<file path="src/sv/assert_macros.svh">
// Assertion helpers for the RTL.
`ifndef ASSERT_MACROS_SVH
`define ASSERT_MACROS_SVH

`ifndef SYNTH
// Check prop on every rising clk edge while out of reset.
`define ASSERT_CLK(label, clk, rstn, prop) \
    label: assert property (@(posedge clk) disable iff (!(rstn)) (prop)) \
        else $error("assertion failed");
// Check prop on every rising clk edge, reset included.
`define ASSERT_ALWAYS(label, clk, prop) \
    label: assert property (@(posedge clk) (prop)) \
        else $error("assertion failed");
`else
`define ASSERT_CLK(label, clk, rstn, prop)
`define ASSERT_ALWAYS(label, clk, prop)
`endif

`endif

</file>
<file path="src/sv/bpc_pkg.sv">
`timescale 1ns / 1ps

package bpc_pkg;

    localparam int unsigned CFG_W      = 16;
    localparam int unsigned CFG_IDX_W  = 8;
    localparam int unsigned TIME_W     = 32;
    localparam int unsigned STATE_W    = 3;
    localparam int unsigned S_TDATA_W  = 40;
    localparam int unsigned M_TDATA_W  = 8;

    localparam logic [CFG_IDX_W-1:0] REG_MIN_PULSE  = 8'd0;
    localparam logic [CFG_IDX_W-1:0] REG_HOLD_PULSE = 8'd1;

    localparam logic [CFG_W-1:0] MIN_PULSE_RST  = 16'd20;
    localparam logic [CFG_W-1:0] HOLD_PULSE_RST = 16'd1000;

    localparam logic [STATE_W-1:0] CODE_UNKNOWN = 3'd0;
    localparam logic [STATE_W-1:0] CODE_UP      = 3'd1;
    localparam logic [STATE_W-1:0] CODE_DOWN    = 3'd2;
    localparam logic [STATE_W-1:0] CODE_HOLD    = 3'd3;
    localparam logic [STATE_W-1:0] CODE_PRESSED = 3'd4;
    localparam logic [STATE_W-1:0] CODE_LONG    = 3'd5;

    typedef enum logic [5:0] {
        PH_UNKNOWN = 6'b000001,
        PH_UP      = 6'b000010,
        PH_DOWN    = 6'b000100,
        PH_HOLD    = 6'b001000,
        PH_PRESSED = 6'b010000,
        PH_LONG    = 6'b100000
    } phase_t;

    function automatic logic [STATE_W-1:0] phase_code(input phase_t ph);
        logic [STATE_W-1:0] code;
        case (ph)
            PH_UP:      code = CODE_UP;
            PH_DOWN:    code = CODE_DOWN;
            PH_HOLD:    code = CODE_HOLD;
            PH_PRESSED: code = CODE_PRESSED;
            PH_LONG:    code = CODE_LONG;
            default:    code = CODE_UNKNOWN;
        endcase
        return code;
    endfunction

endpackage

</file>
<file path="src/sv/bpc_classify.sv">
`timescale 1ns / 1ps

module bpc_classify
    import bpc_pkg::*;
#(
    parameter int unsigned COUNT_WIDTH = 16
) (
    input  phase_t                  phase_i,
    input  logic [COUNT_WIDTH-1:0]  press_cnt_i,
    input  logic [COUNT_WIDTH-1:0]  release_cnt_i,
    input  logic [TIME_W-1:0]       last_time_i,
    input  logic [TIME_W-1:0]       now_ms,
    input  logic                    pin_level,
    input  logic [CFG_W-1:0]        min_pulse,
    input  logic [CFG_W-1:0]        hold_pulse,
    output phase_t                  phase_o,
    output logic [COUNT_WIDTH-1:0]  press_cnt_o,
    output logic [COUNT_WIDTH-1:0]  release_cnt_o
);

    localparam int unsigned CMP_W = (COUNT_WIDTH > CFG_W) ? COUNT_WIDTH : CFG_W;
    localparam logic [COUNT_WIDTH-1:0] CNT_MAX = '1;
    localparam logic [COUNT_WIDTH-1:0] CNT_ONE = COUNT_WIDTH'(1);

    phase_t                 ph0;
    logic [COUNT_WIDTH-1:0] p0;
    logic [COUNT_WIDTH-1:0] r0;
    logic [COUNT_WIDTH-1:0] p_inc;
    logic [COUNT_WIDTH-1:0] r_inc;
    logic                   p_ge_min;
    logic                   p_ge_hold;
    logic                   r_ge_min;
    logic                   press;

    // drop the one-poll states before the filter step
    always_comb begin
        if (phase_i == PH_PRESSED || phase_i == PH_LONG) begin
            ph0 = PH_UP;
            p0  = '0;
            r0  = '0;
        end else begin
            ph0 = phase_i;
            p0  = press_cnt_i;
            r0  = release_cnt_i;
        end
    end

    // compare the old count, then bump it with saturation
    assign press     = ~pin_level;
    assign p_inc     = (p0 == CNT_MAX) ? p0 : p0 + CNT_ONE;
    assign r_inc     = (r0 == CNT_MAX) ? r0 : r0 + CNT_ONE;
    assign p_ge_min  = CMP_W'(p0) >= CMP_W'(min_pulse);
    assign p_ge_hold = CMP_W'(p0) >= CMP_W'(hold_pulse);
    assign r_ge_min  = CMP_W'(r0) >= CMP_W'(min_pulse);

    always_comb begin
        phase_o       = ph0;
        press_cnt_o   = p0;
        release_cnt_o = r0;
        if (last_time_i != now_ms) begin
            case (ph0)
                PH_UNKNOWN: begin
                    press_cnt_o   = '0;
                    release_cnt_o = '0;
                    if (!press) begin
                        phase_o = PH_UP;
                    end
                end
                PH_UP: begin
                    if (press) begin
                        press_cnt_o = p_inc;
                        if (p_ge_min) begin
                            phase_o = PH_DOWN;
                        end
                    end else begin
                        press_cnt_o = '0;
                    end
                end
                PH_DOWN: begin
                    if (press) begin
                        release_cnt_o = '0;
                        press_cnt_o   = p_inc;
                        if (p_ge_hold) begin
                            phase_o = PH_HOLD;
                        end
                    end else begin
                        release_cnt_o = r_inc;
                        if (r_ge_min) begin
                            phase_o = PH_PRESSED;
                        end
                    end
                end
                PH_HOLD: begin
                    if (press) begin
                        release_cnt_o = '0;
                    end else begin
                        release_cnt_o = r_inc;
                        if (r_ge_min) begin
                            phase_o = PH_LONG;
                        end
                    end
                end
                default: begin
                    press_cnt_o   = '0;
                    release_cnt_o = '0;
                    phase_o       = PH_UNKNOWN;
                end
            endcase
        end
    end

endmodule

</file>
<file path="src/sv/button_press_classifier.sv">
// Each input word is held in the input register and its result in the result register,
// from which the result is offered on the output channel.
// Throughput: one poll per cycle while m_tready holds; the filter state updates once per poll.
// Either register stage takes a new word while the stage after it is handing its word on.
// Reset (aresetn low, synchronous): phase unknown, both counters and last time zero,
// min_pulse 20, hold_pulse 1000, both channels empty.
`timescale 1ns / 1ps

module button_press_classifier
    import bpc_pkg::*;
#(
    parameter int unsigned COUNT_WIDTH = 16
) (
    input  logic                  aclk,
    input  logic                  aresetn,
    input  logic                  s_tvalid,
    output logic                  s_tready,
    input  logic [S_TDATA_W-1:0]  s_tdata,     // [31:0] now_ms, [32] pin_level
    output logic                  m_tvalid,
    input  logic                  m_tready,
    output logic [M_TDATA_W-1:0]  m_tdata,     // [2:0] button_state
    input  logic                  cfg_valid,
    output logic                  cfg_ready,
    input  logic [CFG_IDX_W-1:0]  cfg_index,
    input  logic [CFG_W-1:0]      cfg_data
);

`include "assert_macros.svh"

    logic                   in_valid_reg;
    logic [TIME_W-1:0]      in_now_reg;
    logic                   in_pin_reg;

    logic [CFG_W-1:0]       min_pulse_reg;
    logic [CFG_W-1:0]       hold_pulse_reg;

    phase_t                 phase_reg;
    phase_t                 phase_next;
    logic [COUNT_WIDTH-1:0] press_cnt_reg;
    logic [COUNT_WIDTH-1:0] press_cnt_next;
    logic [COUNT_WIDTH-1:0] release_cnt_reg;
    logic [COUNT_WIDTH-1:0] release_cnt_next;
    logic [TIME_W-1:0]      last_time_reg;

    logic                   out_valid_reg;
    logic [STATE_W-1:0]     out_state_reg;

    logic                   step;

    // advance a held poll whenever the result register is free or draining
    assign step      = in_valid_reg && (!out_valid_reg || m_tready);
    assign s_tready  = !in_valid_reg || step;
    assign cfg_ready = 1'b1;
    assign m_tvalid  = out_valid_reg;
    assign m_tdata   = {{(M_TDATA_W - STATE_W){1'b0}}, out_state_reg};

    always_ff @(posedge aclk) begin
        if (!aresetn) begin
            min_pulse_reg  <= MIN_PULSE_RST;
            hold_pulse_reg <= HOLD_PULSE_RST;
        end else if (cfg_valid) begin
            if (cfg_index == REG_MIN_PULSE) begin
                min_pulse_reg <= cfg_data;
            end else if (cfg_index == REG_HOLD_PULSE) begin
                hold_pulse_reg <= cfg_data;
            end
        end
    end

    always_ff @(posedge aclk) begin
        if (!aresetn) begin
            in_valid_reg <= 1'b0;
        end else if (s_tready) begin
            in_valid_reg <= s_tvalid;
        end
    end

    always_ff @(posedge aclk) begin
        if (s_tready && s_tvalid) begin
            in_now_reg <= s_tdata[TIME_W-1:0];
            in_pin_reg <= s_tdata[TIME_W];
        end
    end

    bpc_classify #(
        .COUNT_WIDTH (COUNT_WIDTH)
    ) u_classify (
        .phase_i       (phase_reg),
        .press_cnt_i   (press_cnt_reg),
        .release_cnt_i (release_cnt_reg),
        .last_time_i   (last_time_reg),
        .now_ms        (in_now_reg),
        .pin_level     (in_pin_reg),
        .min_pulse     (min_pulse_reg),
        .hold_pulse    (hold_pulse_reg),
        .phase_o       (phase_next),
        .press_cnt_o   (press_cnt_next),
        .release_cnt_o (release_cnt_next)
    );

    always_ff @(posedge aclk) begin
        if (!aresetn) begin
            phase_reg       <= PH_UNKNOWN;
            press_cnt_reg   <= '0;
            release_cnt_reg <= '0;
            last_time_reg   <= '0;
        end else if (step) begin
            phase_reg       <= phase_next;
            press_cnt_reg   <= press_cnt_next;
            release_cnt_reg <= release_cnt_next;
            last_time_reg   <= in_now_reg;
        end
    end

    always_ff @(posedge aclk) begin
        if (!aresetn) begin
            out_valid_reg <= 1'b0;
        end else if (step) begin
            out_valid_reg <= 1'b1;
        end else if (m_tready) begin
            out_valid_reg <= 1'b0;
        end
    end

    always_ff @(posedge aclk) begin
        if (step) begin
            out_state_reg <= phase_code(phase_next);
        end
    end

    `ASSERT_CLK(a_phase_onehot, aclk, aresetn, $onehot(phase_reg))

    `ASSERT_CLK(a_code_legal, aclk, aresetn, m_tvalid |-> (out_state_reg <= CODE_LONG))

    `ASSERT_CLK(a_same_time_holds, aclk, aresetn,
        (step && (in_now_reg == last_time_reg) && (phase_reg != PH_PRESSED)
            && (phase_reg != PH_LONG)) |=> $stable(phase_reg))

    `ASSERT_CLK(a_down_has_presses, aclk, aresetn,
        ((phase_reg == PH_DOWN) || (phase_reg == PH_HOLD)) |-> (press_cnt_reg != '0))

    `ASSERT_CLK(a_result_follows_step, aclk, aresetn,
        step |=> (m_tvalid && (out_state_reg == phase_code(phase_reg))))

endmodule
</file>
<file path="config.mk">
export PLATFORM = sky130hd
export DESIGN_NAME = button_press_classifier
export DESIGN_NICKNAME = d
export VERILOG_FILES = /design/src/sv/bpc_pkg.sv /design/src/sv/bpc_classify.sv /design/src/sv/button_press_classifier.sv
export VERILOG_INCLUDE_DIRS = /design/src /design/src/sv
export SDC_FILE = /design/constraint.sdc
export NUM_CORES = 1
export LEC_CHECK = 0
export BUFFER_PORTS_ARGS = -buffer_cell sky130_fd_sc_hd__buf_4
export CORE_UTILIZATION = 64
export DETAILED_ROUTE_END_ITERATION = 16
export PLACE_DENSITY = 0.85
export SLEW_MARGIN = 0
export SYNTH_ARGS = -nofsm -noshare
export SYNTH_HDL_FRONTEND = slang
export SYNTH_SLANG_ARGS = --single-unit
</file>
<file path="constraint.sdc">
create_clock -name aclk -period 6.72 [get_ports aclk]
set_clock_uncertainty 0.1 [all_clocks]
set_input_delay 0.672 -clock aclk [delete_from_list [all_inputs] [get_ports aclk]]
set_output_delay 0.672 -clock aclk [all_outputs]
set_load 0.005 [all_outputs]
</file>
# Word-level counts from Yosys, hierarchy flattened
# Cells that the tools add are included.
# Widths: inputs -> output; s select.
totals:
  reg_bits: 140
  inputBits: 69
  out_inout_bits: 11
classes:
  n_addsub: 2
  magnitude_cmp: 3
  n_eq_ne: 15
  mux: 25
  bitwise_logic: 1
  n_reduce_logical: 12
op_table:
  columns: ["cell", "n"]
  rows:
  - ["$mux 16", 9]
  - ["$mux 6", 10]
  - ["$ge 16x16->1", 3]
  - ["$pmux 16 s3", 1]
  - ["$add 16x1->16 const B", 2]
  - ["$eq 16x16->1 const B", 2]
  - ["$ne 32x32->1", 1]
  - ["$pmux 16 s2", 1]
  - ["$pmux 6 s4", 1]
  - ["$pmux 3 s5", 1]
  - ["$eq 6x2->1 const B", 2]
  - ["$eq 6x3->1 const B", 2]
  - ["$eq 6x4->1 const B", 2]
  - ["$eq 6x5->1 const B", 2]
  - ["$eq 6x6->1 const B", 2]
  - ["$eq 8x1->1 const B", 1]
  - ["$logic_not 8->1", 1]
  - ["$eq 6x1->1 const B", 1]
  - ["$logic_or 1x1->1", 3]
  - ["$reduce_and 3->1", 1]
  - ["$logic_and 1x1->1", 2]
  - ["$logic_not 1->1", 2]
  - ["$mux 1", 2]
  - ["$reduce_and 2->1", 1]
  - ["3 further kinds", 3]

# Longest topological paths before layout
# Gate-level depths: netlist of the first run.
depth:
  word_depth: 10
  ltp_mapped: 18
  mapped_depth_nobuf: 14

# Modules after synthesis
# Synthesis of the first run repeated with hierarchy kept, for this count alone.
hier_totals:
  hier_cells: 1007
  area_unflattened_um2: 8319.2
modules_own_cells:
  columns: ["mod", "instances", "cells_each", "area_per_inst_um2", "seq_area_each_um2"]
  rows:
  - ["button_press_classifier", 1, 518, 5193.7, 3163.0]
  - ["bpc_classify", 1, 489, 3125.5, 0.0]

# Worst setup path before layout of the first run
# OpenSTA, ideal clock, no wires.
synth_path:
  path_kind: "register -> register"
  startpoint: "reg phase_reg[0]"
  endpoint: "reg out_state_reg[2], data pin"
  t_arrival_ns: 3.726
  required_time_ns: 6.486
  setup_slack_ns: 2.760
  path_stages_with_launch: 17
  n_path_buf: 3
  path_cell_list: "dfxtp_1 nor4_4 nand2_2 clkbuf_1 clkbuf_1 clkbuf_1 and2_1 ha_1 o21a_1 o21ai_0 a2111oi_0 o311a_1 o311ai_2 a22o_1 a31o_4 nor3_1 and4b_1"
synth_via:
  elab_chain_len: 10
  word_cells_on_any_way: 29
  classes_between: "order compare: 3; eq/ne: 11; mux: 14; reduce/logical: 1"
synth_rtl:
  columns: ["item", "line_no", "rtl"]
  rows:
  - ["start, declared", "button_press_classifier.sv:37", "phase_t phase_reg;"]
  - ["start signal, assigned", "button_press_classifier.sv:108", "phase_reg <= phase_next;"]
  - ["$eq 6x5->1 or $eq 6x6->1 (tied branches)", "bpc_classify.sv:37", "if (phase_i == PH_PRESSED || phase_i == PH_LONG) begin"]
  - ["$logic_or 1x1->1", "bpc_classify.sv:37", null]
  - ["$mux 16", "bpc_classify.sv:37", null]
  - ["$ge 16x16->1, on equally long branches", "bpc_classify.sv:54, bpc_classify.sv:52, bpc_classify.sv:53", null]
  - ["$mux 6, on equally long branches", null, null]
  - ["$mux 6, on equally long branches", "bpc_classify.sv:94, bpc_classify.sv:70, bpc_classify.sv:80", null]
  - ["$pmux 6 s4", "bpc_classify.sv:61", "case (ph0)"]
  - ["$mux 6 *", "bpc_classify.sv:60", "if (last_time_i != now_ms) begin"]
  - ["$eq 6x6->1 (tied with other cells)", "bpc_pkg.sv:36", "case (ph)"]
  - ["$pmux 3 s5 *", "bpc_pkg.sv:36", null]
  - ["end signal, assigned", "button_press_classifier.sv:127", "out_state_reg <= phase_code(phase_next);"]
  - ["end, declared", "button_press_classifier.sv:46", "logic [STATE_W-1:0] out_state_reg;"]
# Every way passes the cells marked *; elsewhere a longest branch is shown, timed or not.
# A chain may end at the register's enable or synchronous reset.

# Final worst setup path of the first run
# Same ends and word-level chain as after synthesis.

==> impl_summary.log, run 1 <==
INFO  metric status = complete, no violations
INFO  metric layout.cell_area.non_filler = 9100 sq um
INFO  metric postSynthAreaPerCell = 8.81 sq um
INFO  metric yosys.area.top_type = sky130_fd_sc_hd__dfxtp_1
INFO  metric track_usage = 30.0%
INFO  metric antenna_cells_inserted = 0
INFO  metric timing.final.crit_period = 4.73 ns
INFO  metric grt_max_degree = 105
INFO  metric fin_tns_setup = 0 ns
INFO  metric synth.cell_area = 7980 sq um
INFO  metric clock-root-buffer = sky130_fd_sc_hd__clkbuf_16
INFO  metric drt_first_pass_iters = 5
INFO  metric holdCritPathClass = in2reg
INFO  metric required_time_of_the_critical_path = 6.91 ns
INFO  metric synthesized_instance_count = 905
INFO  metric synth.top_cell.area_share = 26.1%
INFO  metric routed-wl-met3 = 1260 microns
INFO  metric detail_route.vias_per_cell = 5.94
INFO  metric post_cts_resized = 0
INFO  metric antenna_left = 0
INFO  metric report.final.slew_viol_count = 0
INFO  metric design.portCount = 80
INFO  metric worst_supply_voltage_drop_on_vdd = 0.000195 V
INFO  metric area_growth = 14.1%
INFO  metric clk_pin_slew = 0.07 ns
INFO  metric grt_first_pass_wirelength = 30400 microns
INFO  metric setup_viol = 0
INFO  metric critPathArrivalTime = 4.93 ns
INFO  metric floorplan.initialDensity = 66.1%
INFO  metric cts-buffers-inserted = 17
INFO  metric holdBufCountCts = 0
INFO  metric floorplan.rows = 40
INFO  metric grt_setup_unrepaired = no
INFO  metric worstRegToRegCells = 14
INFO  metric die_width = 114 microns
INFO  metric fmaxAchievable = 211 MHz
INFO  metric synth.distinct_cells = 73
INFO  metric cp_capture_point = out_state_reg[2]
INFO  metric place_congestion = 0.890
INFO  metric cts_tree = built
INFO  metric yosys_warnings = 0
INFO  metric p_per_area = 216 nW/um^2
INFO  metric clock_path_buffers = 2
INFO  metric multi_input_comb_area = 4460 sq um
INFO  metric finish.utilization = 75.5%
INFO  metric p_leak = 3.57 nW
INFO  metric cts_max_level = 4
INFO  metric die_area = 12900 sq um
INFO  metric chipHeight = 114 microns
INFO  metric number_of_global_route_vias_before_repair = 6390
INFO  metric critical_path.startpoint = phase_reg[0]
INFO  metric synth-edff-count = 36
INFO  metric drc = 0
INFO  metric worst-path-max-fanout = 37
INFO  metric ff2ff_setup_slack = 1.99 ns
INFO  metric pin_slew_with_the_least_headroom_to_its_limit = 1.16 ns
INFO  metric avgRoutedWirePerCell = 16.2 microns
INFO  metric layout.area.seq = 3160 sq um
INFO  metric ys.flop_type = sky130_fd_sc_hd__dfxtp_1
INFO  metric yosysSeqAreaShare = 39.7%
INFO  metric drive_above_1_share = 12.6%
INFO  metric yosys-top-cells-area = sky130_fd_sc_hd__dfxtp_1, sky130_fd_sc_hd__edfxtp_1, sky130_fd_sc_hd__nand2_1
INFO  metric async_set_or_reset_flop_fraction_in_the_synthesized_netlist = 0%
INFO  metric ys_top_cells_by_count = sky130_fd_sc_hd__nand2_1, sky130_fd_sc_hd__dfxtp_1, sky130_fd_sc_hd__a21boi_0, sky130_fd_sc_hd__nor2b_1
INFO  metric dpl.hpwl = 12600 microns
INFO  metric post_cts_buffers = 0
INFO  metric n_fill_cell = 861
INFO  metric max_cap_viol_count = 0
INFO  metric placement.cell_area = 8530 sq um
INFO  metric regToRegEndpoint = out_state_reg[2]
INFO  metric final_hold_viol_count = 0
INFO  metric source_to_sink_clock_delay_at_the_later_pin_of_the_worst_skew_pair = 0.44 ns
INFO  metric path_class = reg2reg
INFO  metric setup.worst_path.end_class = flip-flop
INFO  metric nNetsFinal = 1061
INFO  metric yosys_register_bits = 140
INFO  metric setup.worst_path.start_class = flip-flop
INFO  metric met1_length = 8070 microns
INFO  metric crit-reg2reg-launch = phase_reg[0]
INFO  metric detailedPlace.worstSlack = 2.13 ns
INFO  metric detailroute.wirelength.met2 = 8610 microns
INFO  metric core-area = 12100 sq um
INFO  metric drtIter0Drc = 694
INFO  metric cts_num_sinks = 140
INFO  metric top_layer_used = met4
INFO  metric i_o_buffers = 66
INFO  metric vias = 6722
INFO  metric grt_remaining_overflow = 0
INFO  metric synth.most_common_cell = sky130_fd_sc_hd__nand2_1
INFO  metric finalWirelength = 18400 microns
INFO  metric design_power_total = 1.97 mW
INFO  metric antenna_found_initial = 0
INFO  metric fin_crit_sh = 70.4%
INFO  metric worst_setup_slack_after_layout = 1.99 ns
INFO  metric timing.slew.headroom = 22.7%
==> cell families (layout without fill, tap and decap cells) <==
group / Yosys count / count (layout) / synth area share [%]
buf+inv: 91 / 145 / 4.61
simple gates: 347 / 347 / 21.7
compound gates: 206 / 206 / 18.1
fa+ha+maj: 46 / 46 / 7.09
other cells: 2 / 6 / 0.0942
flops: 140 / 140 / 39.7
xor+xnor: 39 / 39 / 4.47
mux: 34 / 34 / 4.30
==> area by class of cell <==
class                      count  area share, %
sequential                   140           34.8
timing repair buffer          71           5.86
clock buffer                  19           4.87
tap                          168           2.31
clock inverter                13           1.46
inverter                      42           1.73
multi-input combinational    678           49.0
==> how the worst min path moves through the flow <==
stage                      start                 to  cells past startpoint
6_report             s_tdata[25]     in_now_reg[25]                      1
5_1_grt              s_tdata[19]     in_now_reg[19]                      1
4_1_cts              s_tdata[19]     in_now_reg[19]                      1
3_5_place_dp   hold_pulse_reg[3]  hold_pulse_reg[3]                      2
3_3_place_gp   hold_pulse_reg[3]  hold_pulse_reg[3]                      2
2_1_floorplan  hold_pulse_reg[3]  hold_pulse_reg[3]                      2
==> metrics by stage <==
step	hold WS (ns)	instances
final	0.307	1131
after global routing	0.299	1131
after CTS	0.302	1131
after detailed placement	0.365	1099
after global placement	0.358	1099
after floorplan	0.345	909
==> placed cells by master, fill, tap and decap left out, types with 6 or more instances in the layout <==
| cell type | instances |
|---|---|
| sky130_fd_sc_hd__nand2_1 | 141 |
| sky130_fd_sc_hd__mux2i_1 | 32 |
| sky130_fd_sc_hd__xnor2_1 | 36 |
| sky130_fd_sc_hd__a21boi_0 | 47 |
| sky130_fd_sc_hd__o211ai_1 | 10 |
| sky130_fd_sc_hd__and2_1 | 23 |
| sky130_fd_sc_hd__edfxtp_1 | 36 |
| sky130_fd_sc_hd__a21oi_1 | 36 |
| sky130_fd_sc_hd__conb_1 | 6 |
| sky130_fd_sc_hd__nand3_1 | 27 |
| sky130_fd_sc_hd__nor4_1 | 8 |
| sky130_fd_sc_hd__and3_1 | 7 |
| sky130_fd_sc_hd__nor3_1 | 19 |
| sky130_fd_sc_hd__dfxtp_1 | 104 |
| sky130_fd_sc_hd__a21o_1 | 13 |
| sky130_fd_sc_hd__ha_1 | 42 |
| sky130_fd_sc_hd__o21ai_0 | 34 |
| sky130_fd_sc_hd__nand4_1 | 21 |
| sky130_fd_sc_hd__buf_4 | 71 |
| sky130_fd_sc_hd__nor2_1 | 35 |
| sky130_fd_sc_hd__a31oi_1 | 8 |
| sky130_fd_sc_hd__o21a_1 | 8 |
| sky130_fd_sc_hd__clkbuf_16 | 17 |
| sky130_fd_sc_hd__nor2b_1 | 43 |
| sky130_fd_sc_hd__inv_1 | 42 |
==> report_power, final <==
part | internal, mW | switching, mW
Sequential | 0.891 | 0.0201
Clock | 0.527 | 0.391
Combinational | 0.0658 | 0.0706
==> worst max-delay path: stages, from the launching register on <==
cell                        delay (ns)
sky130_fd_sc_hd__dfxtp_1          0.40
sky130_fd_sc_hd__nor4_4           0.52
sky130_fd_sc_hd__nand2_2          0.52
sky130_fd_sc_hd__nand2_1          0.38
sky130_fd_sc_hd__inv_1            0.09
sky130_fd_sc_hd__ha_1             0.30
sky130_fd_sc_hd__o21a_1           0.12
sky130_fd_sc_hd__o21ai_0          0.06
sky130_fd_sc_hd__a2111oi_0        0.68
sky130_fd_sc_hd__o311a_1          0.43
sky130_fd_sc_hd__o311ai_2         0.13
sky130_fd_sc_hd__a22o_1           0.24
sky130_fd_sc_hd__a31o_4           0.23
sky130_fd_sc_hd__nor3_1           0.16
sky130_fd_sc_hd__and4b_1          0.23
==> per-layer routing <==
layer / track usage [%] / up-vias
met5: 0 / -
met4: 12.9 / 0
met3: 6.96 / 50
met2: 48.4 / 267
met1: 38.6 / 3121
li1: - / 3284
(Power assumes the default switching activity.)
==> run 2: changes to the inputs <==
--- a/config.mk
+++ b/config.mk
@@ -7,9 +7,9 @@
 export NUM_CORES = 1
 export LEC_CHECK = 0
 export BUFFER_PORTS_ARGS = -buffer_cell sky130_fd_sc_hd__buf_4
-export CORE_UTILIZATION = 64
+export CORE_UTILIZATION = 54
 export DETAILED_ROUTE_END_ITERATION = 16
-export PLACE_DENSITY = 0.85
+export PLACE_DENSITY = 0.77
 export SLEW_MARGIN = 0
 export SYNTH_ARGS = -nofsm -noshare
 export SYNTH_HDL_FRONTEND = slang
==> constraint.sdc (replaced) <==
create_clock -name aclk -period 4.23 [get_ports aclk]
set_clock_uncertainty 0.1 [all_clocks]
set_input_delay 0.423 -clock aclk [delete_from_list [all_inputs] [get_ports aclk]]
set_output_delay 0.423 -clock aclk [all_outputs]
set_load 0.005 [all_outputs]
==> impl_summary.log, run 2 (synthesized netlist as in run 1, its figures left out) <==
INFO  metric floorplan.rows = 44 (+10%)
INFO  metric worst-path-max-fanout = 20 (-46%)
INFO  metric area_growth = 15.6%
INFO  metric die_area = 15300 sq um (+18%)
INFO  metric worst_supply_voltage_drop_on_vdd = 0.000312 V (+60%)
INFO  metric path_class = reg2reg
INFO  metric final_hold_viol_count = 0 (unchanged)
INFO  metric dpl.hpwl = 12700 microns (+0.55%)
INFO  metric worstHoldStart = s_tdata[15]
INFO  metric drc = 0 (unchanged)
INFO  metric crit-reg2reg-launch = phase_reg[4]
INFO  metric grt_remaining_overflow = 0 (unchanged)
INFO  metric max_cap_viol_count = 0 (unchanged)
INFO  metric holdCritPathClass = in2reg
INFO  metric path_cells = xor2_2, nand2_4, buf_4, nand2_1, ha_1, nand2b_1, maj3_1, a31oi_1, o21bai_1, o2111a_1, o21ai_1, a31o_4, nor3_1, and4b_1
INFO  metric timing.slew.headroom = 21.8% (-0.99 points)
INFO  metric timing.hold.worst_endpoint = in_now_reg[15]
INFO  metric setup.worst_path.start_class = flip-flop
INFO  metric layout_commonest_cell = sky130_fd_sc_hd__nand2_1
INFO  metric chipHeight = 124 microns (+8.7%)
INFO  metric cts_num_sinks = 140 (unchanged)
INFO  metric p_leak = 3.66 nW (+2.4%)
INFO  metric source_to_sink_clock_delay_at_the_later_pin_of_the_worst_skew_pair = 0.44 ns (about the same)
INFO  metric antenna_left = 0 (unchanged)
INFO  metric critical_path.slowest_cell = sky130_fd_sc_hd__dfxtp_1
INFO  metric commonest_cells_after_routing_fill_and_taps_aside = sky130_fd_sc_hd__nand2_1, sky130_fd_sc_hd__dfxtp_1, sky130_fd_sc_hd__buf_4
INFO  metric place_congestion = 0.888 (-0.21%)
INFO  metric grt_max_degree = 105 (unchanged)
INFO  metric setup_viol = 0 (unchanged)
INFO  metric detail_route.vias_per_cell = 5.80 (-2.4%)
INFO  metric drt_first_pass_iters = 6 (+1)
INFO  metric setup.worst_path.end_class = flip-flop
INFO  metric pin_slew_with_the_least_headroom_to_its_limit = 1.17 ns (+0.0148 ns)
INFO  metric cts_max_level = 4 (unchanged)
INFO  metric track_usage = 25.3% (-4.7 points)
INFO  metric worstRegToRegCells = 14 (unchanged)
INFO  metric drive_above_1_share = 13.7% (+1.1 points)
INFO  metric status = complete, no violations
INFO  metric p_per_area = 344 nW/um^2 (+59%)
INFO  metric fin_tns_setup = 0 ns (unchanged)
INFO  metric n_fill_cell = 1193 (+39%)
INFO  metric critical-path-max-stage-delay = 0.52 ns (-0.16 ns)
INFO  metric regToRegEndpoint = out_state_reg[2]
INFO  metric number_of_global_route_vias_before_repair = 6361 (-0.45%)
INFO  metric i_o_buffers = 66 (unchanged)
INFO  metric worst_setup_slack_after_layout = 0.361 ns (-1.62 ns)
INFO  metric vias = 6712 (-0.15%)
INFO  metric finalWirelength = 18200 microns (-0.73%)
INFO  metric core-area = 14500 sq um (+20%)
INFO  metric clk_pin_slew = 0.07 ns (about the same)
INFO  metric design.portCount = 80 (unchanged)
INFO  metric clock_path_buffers = 2 (unchanged)
INFO  metric cts_tree = built
INFO  metric fin_crit_sh = 91.5% (+21 points)
INFO  metric die_width = 124 microns (+8.7%)
INFO  metric numPlacedInstances = 1125 (+2.4%)
INFO  metric grt_first_pass_wirelength = 29800 microns (-2.0%)
INFO  metric ff2ff_setup_slack = 0.36 ns (-1.62 ns)
INFO  metric critPathArrivalTime = 4.07 ns (-0.86 ns)
INFO  metric fmaxAchievable = 258 MHz (+22%)
INFO  metric report.final.slew_viol_count = 0 (unchanged)
INFO  metric timing.final.crit_period = 3.87 ns (-0.865 ns)
INFO  metric antenna_found_initial = 0 (unchanged)
INFO  metric clock-root-buffer = sky130_fd_sc_hd__clkbuf_16
INFO  metric detailedPlace.worstSlack = 0.336 ns (-1.79 ns)
INFO  metric floorplan.initialDensity = 55.1% (-11 points)
INFO  metric avgRoutedWirePerCell = 15.8 microns (-3.0%)
INFO  metric required_time_of_the_critical_path = 4.43 ns (-2.48 ns)
INFO  metric finish.utilization = 63.7% (-12 points)
INFO  metric min_delay_path_depth = 1 (unchanged)
INFO  metric final_cells = 1157 (+2.3%)
INFO  metric cts-buffers-inserted = 17 (unchanged)
INFO  metric antenna_cells_inserted = 0 (unchanged)
INFO  metric drtIter0Drc = 531 (-23%)
INFO  metric grt_setup_unrepaired = no
INFO  metric nNetsFinal = 1071 (+0.94%)
==> run 2: cell types whose count changed in the layout (fill, tap and decap cells not counted), moves of 2 or more <==
cell and change:
sky130_fd_sc_hd__buf_4 +10, sky130_fd_sc_hd__clkinvlp_4 -4, sky130_fd_sc_hd__inv_8 +3, sky130_fd_sc_hd__inv_6 +2
==> run 2: repair_timing <==
action,CTS,global route
setup buffers,0,0
hold buffers,0,0
gates resized for setup,0,1
endpoints found under the hold margin,0,0
setup endpoints to repair,0,3
==> run 2: area by class of cell <==
cell class	instances	area [sq um]	share of cell area, %
multi-input combinational	678	4470	48.5
clock inverter	15	166	1.80
clock buffer	17	425	4.61
inverter	42	158	1.71
timing repair buffer	81	608	6.60
sequential	140	3160	34.3
tap	184	230	2.50
==> run 2: power breakdown <==
| part | internal (mW) | switching, mW |
|---|---|---|
| Sequential | 1.42 | 0.0316 |
| Combinational | 0.107 | 0.112 |
| Clock | 0.842 | 0.666 |
| Total | 2.36 | 0.809 |
==> run 2: critical path, delay by kind of cell (launching register included) <==
kind | cells | cell delay [ns]
xor+xnor | 1 | 0.41
compound gates | 5 | 0.91
flops | 1 | 0.52
buf+inv | 1 | 0.24
fa+ha+maj | 2 | 0.60
simple gates | 5 | 0.94
==> run 2: worst max path at each step <==
stage,start,end,slack (ns),cells past startpoint
floorplan,phase_reg[0],out_state_reg[2],0.27,16
global placement,phase_reg[4],out_state_reg[2],0.36,14
detailed placement,phase_reg[4],out_state_reg[2],0.34,14
CTS,phase_reg[4],out_state_reg[2],0.30,14
global route,phase_reg[4],out_state_reg[0],0.09,16
finish,phase_reg[4],out_state_reg[2],0.36,14
==> run 2: through the flow <==
step | power, mW | instance area [sq um] | hold slack [ns]
2_1_floorplan | 1.61 | 7990 | 0.345
3_3_place_gp | 1.69 | 8620 | 0.356
3_5_place_dp | 1.69 | 8620 | 0.364
4_1_cts | 3.19 | 9220 | 0.0474
5_1_grt | 3.27 | 9220 | 0.0431
6_report | 3.17 | 9220 | 0.0577
==> run 2: metal layers <==
metal / vias to the layer above / track usage (%) / share of wire (%)
met4: 0 / 10.2 / 2.4
met3: 38 / 6.00 / 5.9
li1: 3299 / - / -
met5: - / 0 / 0
met2: 231 / 41.3 / 46
met1: 3144 / 32.1 / 45
==> run 3: changes to the inputs <==
--- a/config.mk
+++ b/config.mk
@@ -13,4 +13,5 @@
 export SLEW_MARGIN = 0
 export SYNTH_ARGS = -nofsm -noshare
 export SYNTH_HDL_FRONTEND = slang
+export SYNTH_HIERARCHICAL = 1
 export SYNTH_SLANG_ARGS = --single-unit
==> impl_summary.log, run 3 <==
INFO  metric number_of_global_route_vias_before_repair = 7191 (+13%)
INFO  metric timing.critical_path.mode_cell = sky130_fd_sc_hd__nand2_1
INFO  metric worst_supply_voltage_drop_on_vdd = 0.000279 V (-11%)
INFO  metric grt_first_pass_wirelength = 34600 microns (+16%)
INFO  metric p_per_area = 326 nW/um^2 (-5.2%)
INFO  metric yosys.area.top_type = sky130_fd_sc_hd__dfxtp_1
INFO  metric critical_path.slowest_cell = sky130_fd_sc_hd__or4_1
INFO  metric dpl.hpwl = 14400 microns (+13%)
INFO  metric die_area = 15900 sq um (+4.2%)
INFO  metric synth.top_cell.area_share = 25.0% (-1.1 points)
INFO  metric setup_viol = 0 (unchanged)
INFO  metric drt_first_pass_iters = 5 (-1)
INFO  metric numPlacedInstances = 1225 (+8.9%)
INFO  metric final_cells = 1257 (+8.6%)
INFO  metric source_to_sink_clock_delay_at_the_later_pin_of_the_worst_skew_pair = 0.43 ns (about the same)
INFO  metric timing.hold.ws = 0.0673 ns (+0.00965 ns)
INFO  metric drc = 0 (unchanged)
INFO  metric postSynthAreaPerCell = 8.26 sq um (-6.3%)
INFO  metric setup.worst_path.start_class = flip-flop
INFO  metric yosys_register_bits = 140 (unchanged)
INFO  metric async_set_or_reset_flop_fraction_in_the_synthesized_netlist = 0% (unchanged)
INFO  metric grt_max_degree = 74 (-30%)
INFO  metric path_cells = xor2_1, nand2_1, buf_12, nand2_1, inv_1, ha_1, nand4_1, or2_2, a2111o_1, o211ai_1, o21ai_0, a31oi_2, a21oi_2, or4_1, nor2_1
INFO  metric synth-edff-count = 36 (unchanged)
INFO  metric fmaxAchievable = 245 MHz (-5.3%)
INFO  metric cts_tree = built
INFO  metric post_cts_buffers = 0 (unchanged)
INFO  metric placement.cell_area = 8980 sq um (+4.1%)
INFO  metric vias = 7721 (+15%)
INFO  metric chipHeight = 126 microns (+2.1%)
INFO  metric cts-buffers-inserted = 17 (unchanged)
INFO  metric path_class = reg2reg
INFO  metric commonest_cells_after_routing_fill_and_taps_aside = sky130_fd_sc_hd__o21ai_0, sky130_fd_sc_hd__dfxtp_1, sky130_fd_sc_hd__nand2_1
INFO  metric synthesized_instance_count = 1007 (+11%)
INFO  metric status = complete, no violations
INFO  metric critical-path-max-stage-delay = 0.55 ns (+0.03 ns)
INFO  metric floorplan.rows = 45 (+2.3%)
INFO  metric worst-path-max-fanout = 30 (+50%)
INFO  metric ys_top_cells_by_count = sky130_fd_sc_hd__dfxtp_1, sky130_fd_sc_hd__o21ai_0, sky130_fd_sc_hd__nand2_1, sky130_fd_sc_hd__a21oi_1, sky130_fd_sc_hd__nand3_1
INFO  metric finish.utilization = 63.2% (-0.47 points)
INFO  metric floorplan.initialDensity = 54.9% (-0.15 points)
INFO  metric final_hold_viol_count = 0 (unchanged)
INFO  metric yosysSeqAreaShare = 38.0% (-1.6 points)
INFO  metric clk_pin_slew = 0.07 ns (about the same)
INFO  metric layout_commonest_cell = sky130_fd_sc_hd__o21ai_0
INFO  metric antenna_found_initial = 0 (unchanged)
INFO  metric report.final.slew_viol_count = 0 (unchanged)
INFO  metric design.portCount = 80 (unchanged)
INFO  metric timing.slew.headroom = 32.4% (+11 points)
INFO  metric drive_above_1_share = 14.3% (+0.64 points)
INFO  metric finalWirelength = 21300 microns (+17%)
INFO  metric holdCritPathClass = in2reg
INFO  metric antenna_cells_inserted = 0 (unchanged)
INFO  metric required_time_of_the_critical_path = 4.42 ns (about the same)
INFO  metric layout.cell_area.non_filler = 9570 sq um (+3.8%)
INFO  metric worst_setup_slack_after_layout = 0.146 ns (-0.215 ns)
INFO  metric timing.final.crit_period = 4.08 ns (+0.215 ns)
INFO  metric area_growth = 15.1%
INFO  metric critPathArrivalTime = 4.27 ns (+0.20 ns)
INFO  metric clock-root-buffer = sky130_fd_sc_hd__clkbuf_16
INFO  metric place_congestion = 0.926 (+4.2%)
INFO  metric grt_remaining_overflow = 0 (unchanged)
INFO  metric antenna_left = 0 (unchanged)
INFO  metric p_leak = 3.62 nW (-1.0%)
INFO  metric detailedPlace.worstSlack = 0.161 ns (-0.174 ns)
INFO  metric synth.cell_area = 8320 sq um (+4.3%)
INFO  metric drtIter0Drc = 757 (+43%)
INFO  metric cts_max_level = 4 (unchanged)
INFO  metric i_o_buffers = 66 (unchanged)
INFO  metric nNetsFinal = 1167 (+9.0%)
INFO  metric synth.distinct_cells = 75 (+2.7%)
INFO  metric core-area = 15100 sq um (+4.6%)
INFO  metric max_cap_viol_count = 0 (unchanged)
INFO  metric yosys-top-cells-area = sky130_fd_sc_hd__dfxtp_1, sky130_fd_sc_hd__edfxtp_1, sky130_fd_sc_hd__ha_1
INFO  metric die_width = 126 microns (+2.1%)
INFO  metric yosys_warnings = 6 (+6)
INFO  metric track_usage = 27.0% (+1.7 points)
INFO  metric setup.worst_path.end_class = flip-flop
INFO  metric cts_num_sinks = 140 (unchanged)
INFO  metric pin_slew_with_the_least_headroom_to_its_limit = 1.01 ns (-0.162 ns)
INFO  metric avgRoutedWirePerCell = 16.9 microns (+7.3%)
INFO  metric clock_path_buffers = 2 (unchanged)
INFO  metric detail_route.vias_per_cell = 6.14 (+5.9%)
INFO  metric fin_crit_sh = 96.5% (+5.1 points)
INFO  metric ys.flop_type = sky130_fd_sc_hd__dfxtp_1
## run 3: logic make-up (layout without fill, tap and decap cells)
kind of cell | after synthesis | in the layout | synth area share [%]
AND/OR/NAND/NOR | 337 | 337 | 20.4
AO/OA/AOI/OAI | 274 | 274 | 19.1
flip-flops | 140 | 140 | 38.0
buffers and inverters | 133 | 191 | 6.95
adder cells (fa/ha/maj) | 43 | 43 | 6.44
XOR/XNOR | 40 | 40 | 4.44
multiplexers | 38 | 38 | 4.63
other | 2 | 6 | 0.0903
## run 3: power breakdown
group	internal [mW]	switching, mW
sequential	1.41	0.0277
clock	0.831	0.640
combinational	0.0913	0.120
## run 3: path summary, 6_finish.rpt
| check | depth (start not counted) | endpoint | slack, ns | startpoint |
|---|---|---|---|---|
| setup / recovery | 15 | out_state_reg[2] | 0.15 | phase_reg[5] |
| hold / removal | 1 | in_now_reg[8] | 0.07 | s_tdata[8] |
| setup reg to reg | 15 | out_state_reg[2] | 0.15 | phase_reg[5] |
| hold reg to reg | 2 | min_pulse_reg[11] | 0.36 | min_pulse_reg[11] |
## run 3: cell type report
| type | instances | area [sq um] |
|---|---|---|
| clock buffer | 18 | 429 |
| clock inverter | 14 | 150 |
| fill | 1275 | 5570 |
| inverter | 65 | 258 |
| multi-input combinational | 738 | 4620 |
| sequential | 140 | 3160 |
| tap | 188 | 235 |
| timing repair buffer | 94 | 718 |
## run 3: metal layers
metal | track usage (%) | up-vias | part of all wire [%]
li1 | - | 3709 | -
met1 | 35.0 | 3648 | 43
met2 | 44.8 | 320 | 48
met3 | 5.40 | 44 | 6.7
met4 | 9.28 | 0 | 2.1
met5 | 0 | - | 0
## run 3: stage by stage
step                      setup TNS [ns]  total power [mW]
after floorplan                        0              1.59
after global placement                 0              1.67
after detailed placement               0              1.68
after CTS                              0              3.14
after global routing             -0.0255              3.22
final                                  0              3.12
## run 3: timing repair
action | 4_1_cts | 5_1_grt
hold buffers | 0 | 0
hold endpoints to repair | 0 | 0
endpoints found under the setup margin | 0 | 2
resized for setup | 0 | 3
## run 3: critical path: cells and delay by family, from the launching register on
kind / cells / cell delay (ns)
buffers and inverters: 2 / 0.26
DFF: 1 / 0.35
and+or+nand+nor: 6 / 1.43
AOI/OAI and AO/OA: 5 / 1.14
adders and majority gates: 1 / 0.30
xor gates and xnor gates: 1 / 0.36
